$ cat config.mk
export PLATFORM = sky130hd
export DESIGN_NAME = level_meter_ballistics
export DESIGN_NICKNAME = d
export VERILOG_FILES = /design/src/sv/lmb_pkg.sv /design/src/sv/lmb_ballistic.sv /design/src/sv/lmb_hold.sv /design/src/sv/level_meter_ballistics.sv
export SDC_FILE = /design/constraint.sdc
export NUM_CORES = 2
export LEC_CHECK = 0
export ABC_AREA = 1
export BUFFER_PORTS_ARGS = -buffer_cell sky130_fd_sc_hd__buf_2
export CAP_MARGIN = 40
export CELL_PAD_IN_SITES_DETAIL_PLACEMENT = 0
export CELL_PAD_IN_SITES_GLOBAL_PLACEMENT = 2
export CORE_ASPECT_RATIO = 1.4
export CORE_MARGIN = 3
export CORE_UTILIZATION = 35
export DETAILED_ROUTE_END_ITERATION = 10
export HOLD_SLACK_MARGIN = 0.02
export PLACE_DENSITY_LB_ADDON = 0.1
export SLEW_MARGIN = 20
export SYNTH_ARGS = -nofsm -noshare
export SYNTH_HDL_FRONTEND = slang
export SYNTH_SLANG_ARGS = --single-unit
$ cat constraint.sdc
create_clock -name clk_i -period 10.28 [get_ports clk_i]
set_input_delay 1.028 -clock clk_i [delete_from_list [all_inputs] [get_ports clk_i]]
set_output_delay 1.028 -clock clk_i [all_outputs]
set_load 0.005 [all_outputs]
$ cat src/sv/lmb_pkg.sv
`timescale 1ns / 1ps
// ----------------------------------------------------------------------------
// Level meter ballistics package
// Shared widths, register indexes and word types for the level meter.
// ----------------------------------------------------------------------------
package lmb_pkg;

  localparam int LevelBits = 16;
  localparam int CoefBits  = 16;
  localparam int TickBits  = 8;
  localparam int CfgBits   = 16;
  localparam int CfgIdxBits = 2;

  localparam logic [CfgIdxBits-1:0] RegAttack    = 2'd0;
  localparam logic [CfgIdxBits-1:0] RegRelease   = 2'd1;
  localparam logic [CfgIdxBits-1:0] RegHoldDecay = 2'd2;
  localparam logic [CfgIdxBits-1:0] RegHoldTicks = 2'd3;

  localparam logic [CoefBits-1:0] AttackReset    = 16'd45875;
  localparam logic [CoefBits-1:0] ReleaseReset   = 16'd57672;
  localparam logic [CoefBits-1:0] HoldDecayReset = 16'd64225;
  localparam logic [TickBits-1:0] HoldTicksReset = 8'd30;

  typedef logic [LevelBits-1:0] level_t;
  typedef logic [CoefBits-1:0]  coef_t;

  typedef struct packed {
    level_t peak_level;
    level_t rms_level;
  } lmb_in_t;

  typedef struct packed {
    level_t shown_peak;
    level_t shown_rms;
    level_t held_peak;
  } lmb_out_t;

  typedef struct packed {
    coef_t                attack_coef;
    coef_t                release_coef;
    coef_t                hold_decay_coef;
    logic [TickBits-1:0]  hold_ticks;
  } lmb_cfg_t;

endpackage

$ cat src/sv/lmb_ballistic.sv
`timescale 1ns / 1ps
// ----------------------------------------------------------------------------
// Level meter ballistic smoother
// Holds one shown level and moves it toward the new level by the attack
// fraction when it rises, or scales it by the release factor otherwise.
// ----------------------------------------------------------------------------
module lmb_ballistic
  import lmb_pkg::*;
(
  input  logic     clk_i,
  input  logic     rst_ni,
  input  logic     step_i,
  input  level_t   level_i,
  input  lmb_cfg_t cfg_i,
  output level_t   next_o
);

  level_t                        shown_q;
  level_t                        shown_d;
  logic                          rise;
  level_t                        operand;
  coef_t                         coef;
  logic [LevelBits+CoefBits-1:0] prod;
  level_t                        scaled;

  // One multiplier serves both cases; the attack step never overshoots the level.
  assign rise    = level_i > shown_q;
  assign operand = rise ? level_t'(level_i - shown_q) : shown_q;
  assign coef    = rise ? cfg_i.attack_coef : cfg_i.release_coef;
  assign prod    = (LevelBits+CoefBits)'(operand) * (LevelBits+CoefBits)'(coef);
  assign scaled  = prod[CoefBits +: LevelBits];
  assign shown_d = rise ? level_t'(shown_q + scaled) : scaled;
  assign next_o  = shown_d;

  always_ff @(posedge clk_i or negedge rst_ni) begin
    if (!rst_ni) begin
      shown_q <= '0;
    end else if (step_i) begin
      shown_q <= shown_d;
    end
  end

endmodule

$ cat src/sv/lmb_hold.sv
`timescale 1ns / 1ps
// ----------------------------------------------------------------------------
// Level meter peak hold
// Captures any higher peak, keeps it for a programmed number of ticks and
// then lets it decay by the hold-decay factor.
// ----------------------------------------------------------------------------
module lmb_hold
  import lmb_pkg::*;
(
  input  logic     clk_i,
  input  logic     rst_ni,
  input  logic     step_i,
  input  level_t   peak_i,
  input  lmb_cfg_t cfg_i,
  output level_t   next_o
);

  level_t                        value_q;
  level_t                        value_d;
  logic [TickBits-1:0]           count_q;
  logic [TickBits-1:0]           count_d;
  logic [LevelBits+CoefBits-1:0] prod;

  assign prod = (LevelBits+CoefBits)'(value_q) * (LevelBits+CoefBits)'(cfg_i.hold_decay_coef);

  // A peak equal to the held value does not restart the hold time.
  always_comb begin
    value_d = value_q;
    count_d = count_q;
    if (peak_i > value_q) begin
      value_d = peak_i;
      count_d = cfg_i.hold_ticks;
    end else if (count_q != '0) begin
      count_d = count_q - TickBits'(1);
    end else begin
      value_d = prod[CoefBits +: LevelBits];
    end
  end

  assign next_o = value_d;

  always_ff @(posedge clk_i or negedge rst_ni) begin
    if (!rst_ni) begin
      value_q <= '0;
      count_q <= '0;
    end else if (step_i) begin
      value_q <= value_d;
      count_q <= count_d;
    end
  end

endmodule

$ cat src/sv/level_meter_ballistics.sv
`timescale 1ns / 1ps
// ----------------------------------------------------------------------------
// Level meter ballistics
// Top level: input register, per-level smoothing and peak hold, result
// register, and the configuration registers.
// ----------------------------------------------------------------------------
// The meter takes one word per display tick carrying the peak and RMS levels
// (unsigned Q1.15) and returns one word per tick with the shown peak, the
// shown RMS and the held peak after that tick's update. It accepts a word in
// every cycle unless the output stalls; a result passes through the input
// register, then the result register. The rate rests on the 16 x 16 update
// multiplies (one per level, one for the hold decay), whose results feed
// straight back into the shown-level and hold registers. The user must write
// coefficients through the configuration port only while the meter is idle;
// the block does not enforce this. They take effect on the next word.
// ----------------------------------------------------------------------------
module level_meter_ballistics
  import lmb_pkg::*;
(
  input  logic                  clk_i,
  input  logic                  rst_ni,
  input  logic                  in_valid_i,
  output logic                  in_ready_o,
  input  lmb_in_t               in_word_i,
  output logic                  out_valid_o,
  input  logic                  out_ready_i,
  output lmb_out_t              out_word_o,
  input  logic                  cfg_we_i,
  input  logic [CfgIdxBits-1:0] cfg_idx_i,
  input  logic [CfgBits-1:0]    cfg_data_i
);

  lmb_cfg_t cfg_q;
  logic     in_valid_q;
  lmb_in_t  in_word_q;
  logic     out_valid_q;
  lmb_out_t out_word_q;
  lmb_out_t out_word_d;
  logic     advance;
  logic     accept;

  always_ff @(posedge clk_i or negedge rst_ni) begin
    if (!rst_ni) begin
      cfg_q.attack_coef     <= AttackReset;
      cfg_q.release_coef    <= ReleaseReset;
      cfg_q.hold_decay_coef <= HoldDecayReset;
      cfg_q.hold_ticks      <= HoldTicksReset;
    end else if (cfg_we_i) begin
      unique case (cfg_idx_i)
        RegAttack:    cfg_q.attack_coef     <= cfg_data_i[CoefBits-1:0];
        RegRelease:   cfg_q.release_coef    <= cfg_data_i[CoefBits-1:0];
        RegHoldDecay: cfg_q.hold_decay_coef <= cfg_data_i[CoefBits-1:0];
        RegHoldTicks: cfg_q.hold_ticks      <= cfg_data_i[TickBits-1:0];
        default: ;
      endcase
    end
  end

  // The update stage moves when it holds a word and the result register is free or being drained.
  assign advance    = in_valid_q && (!out_valid_q || out_ready_i);
  assign in_ready_o = !in_valid_q || advance;
  assign accept     = in_valid_i && in_ready_o;

  always_ff @(posedge clk_i or negedge rst_ni) begin
    if (!rst_ni) begin
      in_valid_q  <= 1'b0;
      out_valid_q <= 1'b0;
    end else begin
      if (in_ready_o) begin
        in_valid_q <= in_valid_i;
      end
      if (advance) begin
        out_valid_q <= 1'b1;
      end else if (out_ready_i) begin
        out_valid_q <= 1'b0;
      end
    end
  end

  always_ff @(posedge clk_i) begin
    if (accept) begin
      in_word_q <= in_word_i;
    end
    if (advance) begin
      out_word_q <= out_word_d;
    end
  end

  lmb_ballistic u_peak (
    .clk_i   (clk_i),
    .rst_ni  (rst_ni),
    .step_i  (advance),
    .level_i (in_word_q.peak_level),
    .cfg_i   (cfg_q),
    .next_o  (out_word_d.shown_peak)
  );

  lmb_ballistic u_rms (
    .clk_i   (clk_i),
    .rst_ni  (rst_ni),
    .step_i  (advance),
    .level_i (in_word_q.rms_level),
    .cfg_i   (cfg_q),
    .next_o  (out_word_d.shown_rms)
  );

  lmb_hold u_hold (
    .clk_i  (clk_i),
    .rst_ni (rst_ni),
    .step_i (advance),
    .peak_i (in_word_q.peak_level),
    .cfg_i  (cfg_q),
    .next_o (out_word_d.held_peak)
  );

  assign out_valid_o = out_valid_q;
  assign out_word_o  = out_word_q;

endmodule

Word-level counts from Yosys, hierarchy flattened
Cells that the tools add are included.
{"block": "totals", "ff_bits": 194, "in_bits": 55, "output_inout_bits": 50, "wordCells": 56}
{"block": "op_classes", "addsub": 5, "mul": 3, "order_cmp": 3, "n_eq_ne": 3, "n_mux": 12, "reduce_logical": 15}
{"operator": "two-way mux 16 bit", "count": 8}
{"operator": "multiplier 16 x 16 -> 32 bit", "count": 3}
{"operator": "greater-than comparator 16 bit", "count": 3}
{"operator": "adder 16 bit", "count": 2}
{"operator": "subtractor 16 bit", "count": 2}
{"operator": "two-way mux 8 bit", "count": 2}
{"operator": "AND reduction 2 bit", "count": 5}
{"operator": "nonzero test 8 bit", "count": 1}
{"operator": "subtractor 8 x 1 -> 8 bit, second input constant", "count": 1}
{"operator": "equality test 2 bit, second input constant", "count": 2}
{"operator": "nonzero test 2 bit", "count": 2}
{"operator": "equality test 2 x 1 -> 1 bit, second input constant", "count": 1}
{"operator": "logical AND 1 bit", "count": 2}
{"operator": "zero test 1 bit", "count": 2}
{"operator": "zero test 2 bit", "count": 1}
{"operator": "logical OR 1 bit", "count": 2}
{"operator": "two-way mux 1 bit", "count": 2}

Depth between registers and ports, before layout
{"block": "logic_depth", "depth_word": 5, "ltp_mapped": 57, "mapped_depth_nobuf": 57}

Hierarchy
A second synthesis with hierarchy kept.
{"block": "unflattened", "cells_unflattened": 4999, "hier_area_um2": 38363.0}
{"mod": "lmb_ballistic at u_peak", "instances": 1, "cells_per_inst": 1561, "area_each_um2": 11295.8, "seq_area_each_um2": 400.4}
{"mod": "lmb_ballistic at u_rms", "instances": 1, "cells_per_inst": 1549, "area_each_um2": 11252.0, "seq_area_each_um2": 400.4}
{"mod": "lmb_hold", "instances": 1, "cells_per_inst": 1549, "area_each_um2": 11005.6, "seq_area_each_um2": 600.6}
{"mod": "level_meter_ballistics", "instances": 1, "cells_per_inst": 340, "area_each_um2": 4809.6, "seq_area_each_um2": 3890.0}

Worst setup path after synthesis
No wires, ideal clock.
{"block": "synth_path", "kind": "register to register", "startpoint": "register in_word_q[16] (netlist bit)", "endpoint": "register out_word_q, in the netlist out_word_o[45] (data pin)", "t_arrival_ps": 8654, "required_time_ps": 10025, "path_slack_ps": 1371, "stages_incl_launch_ff": 54, "path_buffers": 3, "period_less_slack_ps": 8909, "cell_sequence": "edfxtp_1 > inv_1 > ha_1 > inv_1 > fa_1 > nand2_1 > nand2_1 > nand3_1 > nand2_2 > nand2_1 > nand2_2 > nand2_2 > buf_6 > clkbuf_1 > nand2_1 > o21ai_0 > clkbuf_1 > nand2_1 > (+18 left out) > inv_1 > ha_1 > nand3_1 > nand2_1 > a21oi_1 > o21ai_0 > inv_1 > nor2_1 > nor2_1 > o21ai_0 > nand2_1 > nand2_1 > nand2_1 > nand2_1 > nand3_1 > nand3_1 > nand3_1 > and2_1"}
{"item": "from (decl)", "line": "level_meter_ballistics.sv:35", "text": "lmb_in_t in_word_q;"}
{"item": "from (signal assigned)", "line": "level_meter_ballistics.sv:82", "text": "in_word_q <= in_word_i;"}
{"item": "to (signal assigned)", "line": "level_meter_ballistics.sv:85", "text": "out_word_q <= out_word_d;"}
{"item": "to (decl)", "line": "level_meter_ballistics.sv:37", "text": "lmb_out_t out_word_q;"}

==> results.md <==
STA:
- The time the final worst path needs with I/O delays and setup is 9.64 ns.
- Headroom to the max-slew limit came out at 0.426.
- Derived from the worst setup path, the maximum achievable clock frequency is 104 MHz.
- The final number of max-transition violations is 0.
- The count of final hold-check violations is 0.
- The part of the cycle the worst path needs is 0.938.
- For the pin with the worst max-slew slack, the measured transition is 0.861 ns.
- The final worst clock skew is 0.0236 ns.
- Setup violations remaining at the end of the flow were counted as 0.
- The final setup slack of the worst path is 0.641 ns.

Logic synthesis:
- The synthesized netlist contains 57 unique library cells.
- The total of flip-flops plus latches after synthesis is 194.
- In the post-synthesis netlist, the cell with the most instances is nand2_1.
- Counting flops with a built-in enable in the synthesized netlist gives 80.
- Of all flip-flops after synthesis, the portion carrying an async set or reset was 0.588.
- The Yosys step of the flow raised 0 warnings.
- The most used flip-flop cell after synthesis is dfrtp_1.
- fa_1 takes more of the synthesized area than any other cell.
- The mean instance size in the synthesized netlist is 7.80 um2.
- By area the synthesized netlist is led by fa_1 31%, ha_1 13%, nand2_1 12%.
- The number of nets produced by synthesis is 5778.
- The part of the Yosys area used for sequential elements is 0.143.
- The fraction of post-synthesis cell area in the top cell type by area is 0.315.
- Summing every instance area after synthesis gives 0.0371 mm2.
- Ranked by instance count, the synthesized netlist is headed by 1146 x nand2_1, 1067 x inv_1, 583 x fa_1, 386 x ha_1, 379 x nor2_1.
- The gate count after technology mapping is 4754.

Critical path:
- The end of the worst register-to-register path is u_peak.shown_q[14].
- The worst setup path is captured at a register.
- Along the worst path, the maximum fanout reaches 16.
- The termination of the worst setup path is u_peak.shown_q[14].
- The source of the worst register-to-register timing path is in_word_q[28].
- The timing startpoint of the critical path is in_word_q[28].
- For the worst flop-to-flop path, the logic depth is 43.
- Among all stages on the critical path, the largest delay is contributed by o21ai_1.
- Setup slack on the worst reg-to-reg path comes out at 0.64 ns.
- STA classifies the critical path startpoint as a register.
- The worst path required time is 10.72 ns.
- In this design, the critical path's most frequently occurring cell is nand2_1.
- The worst setup path is of the reg2reg kind.
- For this run, the slowest stage of the critical path takes 0.61 ns.
- The arrival time of the worst setup path is 10.08 ns.

Final layout:
- Leaving out filler cells and counting taps, the final layout contains 6291.
- Fill cells in the final layout number 11191.
- Once layout is done, the placed cells without fillers occupy 0.0411 mm2.
- Summing all flip-flop and latch instances after layout gives 0.00529 mm2.
- The final core area utilization is 0.393.
- Summing all multi-input logic gate instances after layout gives 0.0273 mm2.
- From synthesis to final layout, the design area changed by 10.9%.
- In the final design database the tool counted 5951 nets.
- In the final layout, the share of cells above drive strength 1 is 0.0980.

Global routing:
- Across every metal layer, demand over resource in global routing totals 0.238.
- The initial antenna violation count is 2.
- Entering global routing, the biggest net connects 64 pins.
- The number of global-route vias before repair was 33011.
- The first global-routing pass estimated 195000 um of wire.
- For this run the aggregate overflow at the end of global routing stands at 0.

Routing:
- The total routed wire length on the met1 layer is 52400 um.
- The total number of vias is 30538.
- Using the TritonRoute via totals, the vias-per-cell ratio works out to 4.85.
- After detailed routing, the number of remaining DRC violations is 0.
- The number of search-and-repair iterations in the first detailed-routing pass is 5.
- After the first detailed-routing iteration, the DRC count stood at 1289.
- Once detail routing completed, the nets flagged for antenna violations numbered 0.
- Dividing the detail-routed wire length by the instance count gives 20.3 um.
- The amount of wire on met2 after detailed routing is 67400 um.
- Summed over all layers, the routed wires come to 128000 um.
- The wire length on met3 is 3550 um.
- The highest metal layer carrying signal wires in the routed design is met4.

Clock tree:
- The clock latency reported for the late side of the worst-skew pair is 0.50 ns.
- The CTS buffer count is 17.
- TritonCTS built the clock tree.
- The number of levels the H-tree was split into is 4.
- The clock net sink count is 194.
- After clock tree synthesis, the clock-pin slew on the worst setup and hold paths is 0.09 ns.
- Clock tree synthesis selected as its root buffer the cell clkbuf_16.
- The maximum clock insertion buffer count is 2.

Die:
- After floorplanning, the core was divided into 140 placement rows.
- The die height is 391 um.
- In this run the horizontal extent of the chip is 281 um.
- For this configuration, the core starts out at a cell density of 0.355.
- The core region is 0.105 mm2.
- The number of placed I/O pins is 105.
- The die covers 0.110 mm2.

Placed design:
- The placer congestion estimate is 0.892.
- The setup slack at placement is 0.0335 ns.
- In this run the cell area measured after placement is 0.0401 mm2.
- The total half-perimeter wirelength after legalization and detailed placement is 108000 um.
- Buffers placed on the I/O ports in this run total 104.
- The count of placed standard cells including taps is 6235.

Worst hold path:
- The worst hold path belongs to the class reg2reg.
- The count of cells along the worst hold path is 2.

Status:
- The flow ran to the end, and the final reports show no timing, DRC or antenna violations.

Job:
- The max-cap check violation count is 0.
[cell type report]
class / instances / share of cell area
sequential: 194 / 0.129
inverter: 1084 / 0.100
timing repair buffer: 297 / 0.0516
tap: 1349 / 0.0411
antenna: 2 / 0.000122
clock buffer: 17 / 0.0103
multi-input combinational: 3332 / 0.663
timing repair inverter: 1 / 0.000122
clock inverter: 15 / 0.00478
[state kept, by name, indices dropped and copies added, names as in the netlist]
signal and count:
cfg_q 56, out_word_o 48, in_word_q 32, u_hold.value_q 16, u_peak.shown_q 16, u_rms.shown_q 16, u_hold.count_q 8, in_valid_q 1
out_valid_o 1
[worst min-delay path by stage]
stage / start / endpoint
after floorplan: u_peak.shown_q[15] / u_peak.shown_q[15]
after global placement: cfg_q[42] / cfg_q[42]
after detailed placement: u_peak.shown_q[15] / u_peak.shown_q[15]
after CTS: cfg_q[42] / cfg_q[42]
after global routing: cfg_q[44] / cfg_q[44]
final: cfg_q[46] / cfg_q[46]
[what timing repair did]
item,in CTS,in global routing
resized for setup,0,66
buffers inserted,0,17
hold buffers,0,0
setup endpoints to repair,0,25
[cells by family after synthesis]
family,synth area share
adders and majority gates,0.445
DFF,0.143
buffers and inverters,0.125
AOI/OAI and AO/OA,0.0787
xor gates and xnor gates,0.0143
and+or+nand+nor,0.194
[metrics by stage]
stage          hold slack (ns)  setup TNS, ns
3_5_place_dp             0.473              0
6_report                 0.486              0
2_1_floorplan            0.449              0
3_3_place_gp             0.466              0
5_1_grt                  0.512       -0.00913
4_1_cts                  0.492              0
[critical path, delay by kind of cell (launching register included)]
family | cells | cell delay (ns)
XOR/XNOR | 2 | 0.50
AND/OR/NAND/NOR | 16 | 1.78
AO/OA/AOI/OAI | 11 | 2.22
adder cells (fa/ha/maj) | 9 | 3.89
buffers and inverters | 5 | 0.72
flip-flops | 1 | 0.50
[metal layers]
layer,vias to the layer above,global-route usage
met5,-,0
met4,0,0.0772
met3,146,0.0215
met2,487,0.445
met1,15171,0.286
li1,14734,-
[cells in the final DEF, fill, tap and decap left out, types with 35 or more instances in the layout]
cell type and count:
nand2_1 1142, inv_1 1056, fa_1 583, ha_1 386, nor2_1 376, o21ai_0 180
buf_4 179, a21oi_1 176, nand3_1 130, buf_2 104, dfrtp_1 84, edfxtp_1 80
o21ai_1 35
Power is not shown: default switching activity piles up to over one toggle a cycle in this logic, so the estimate is an artifact.
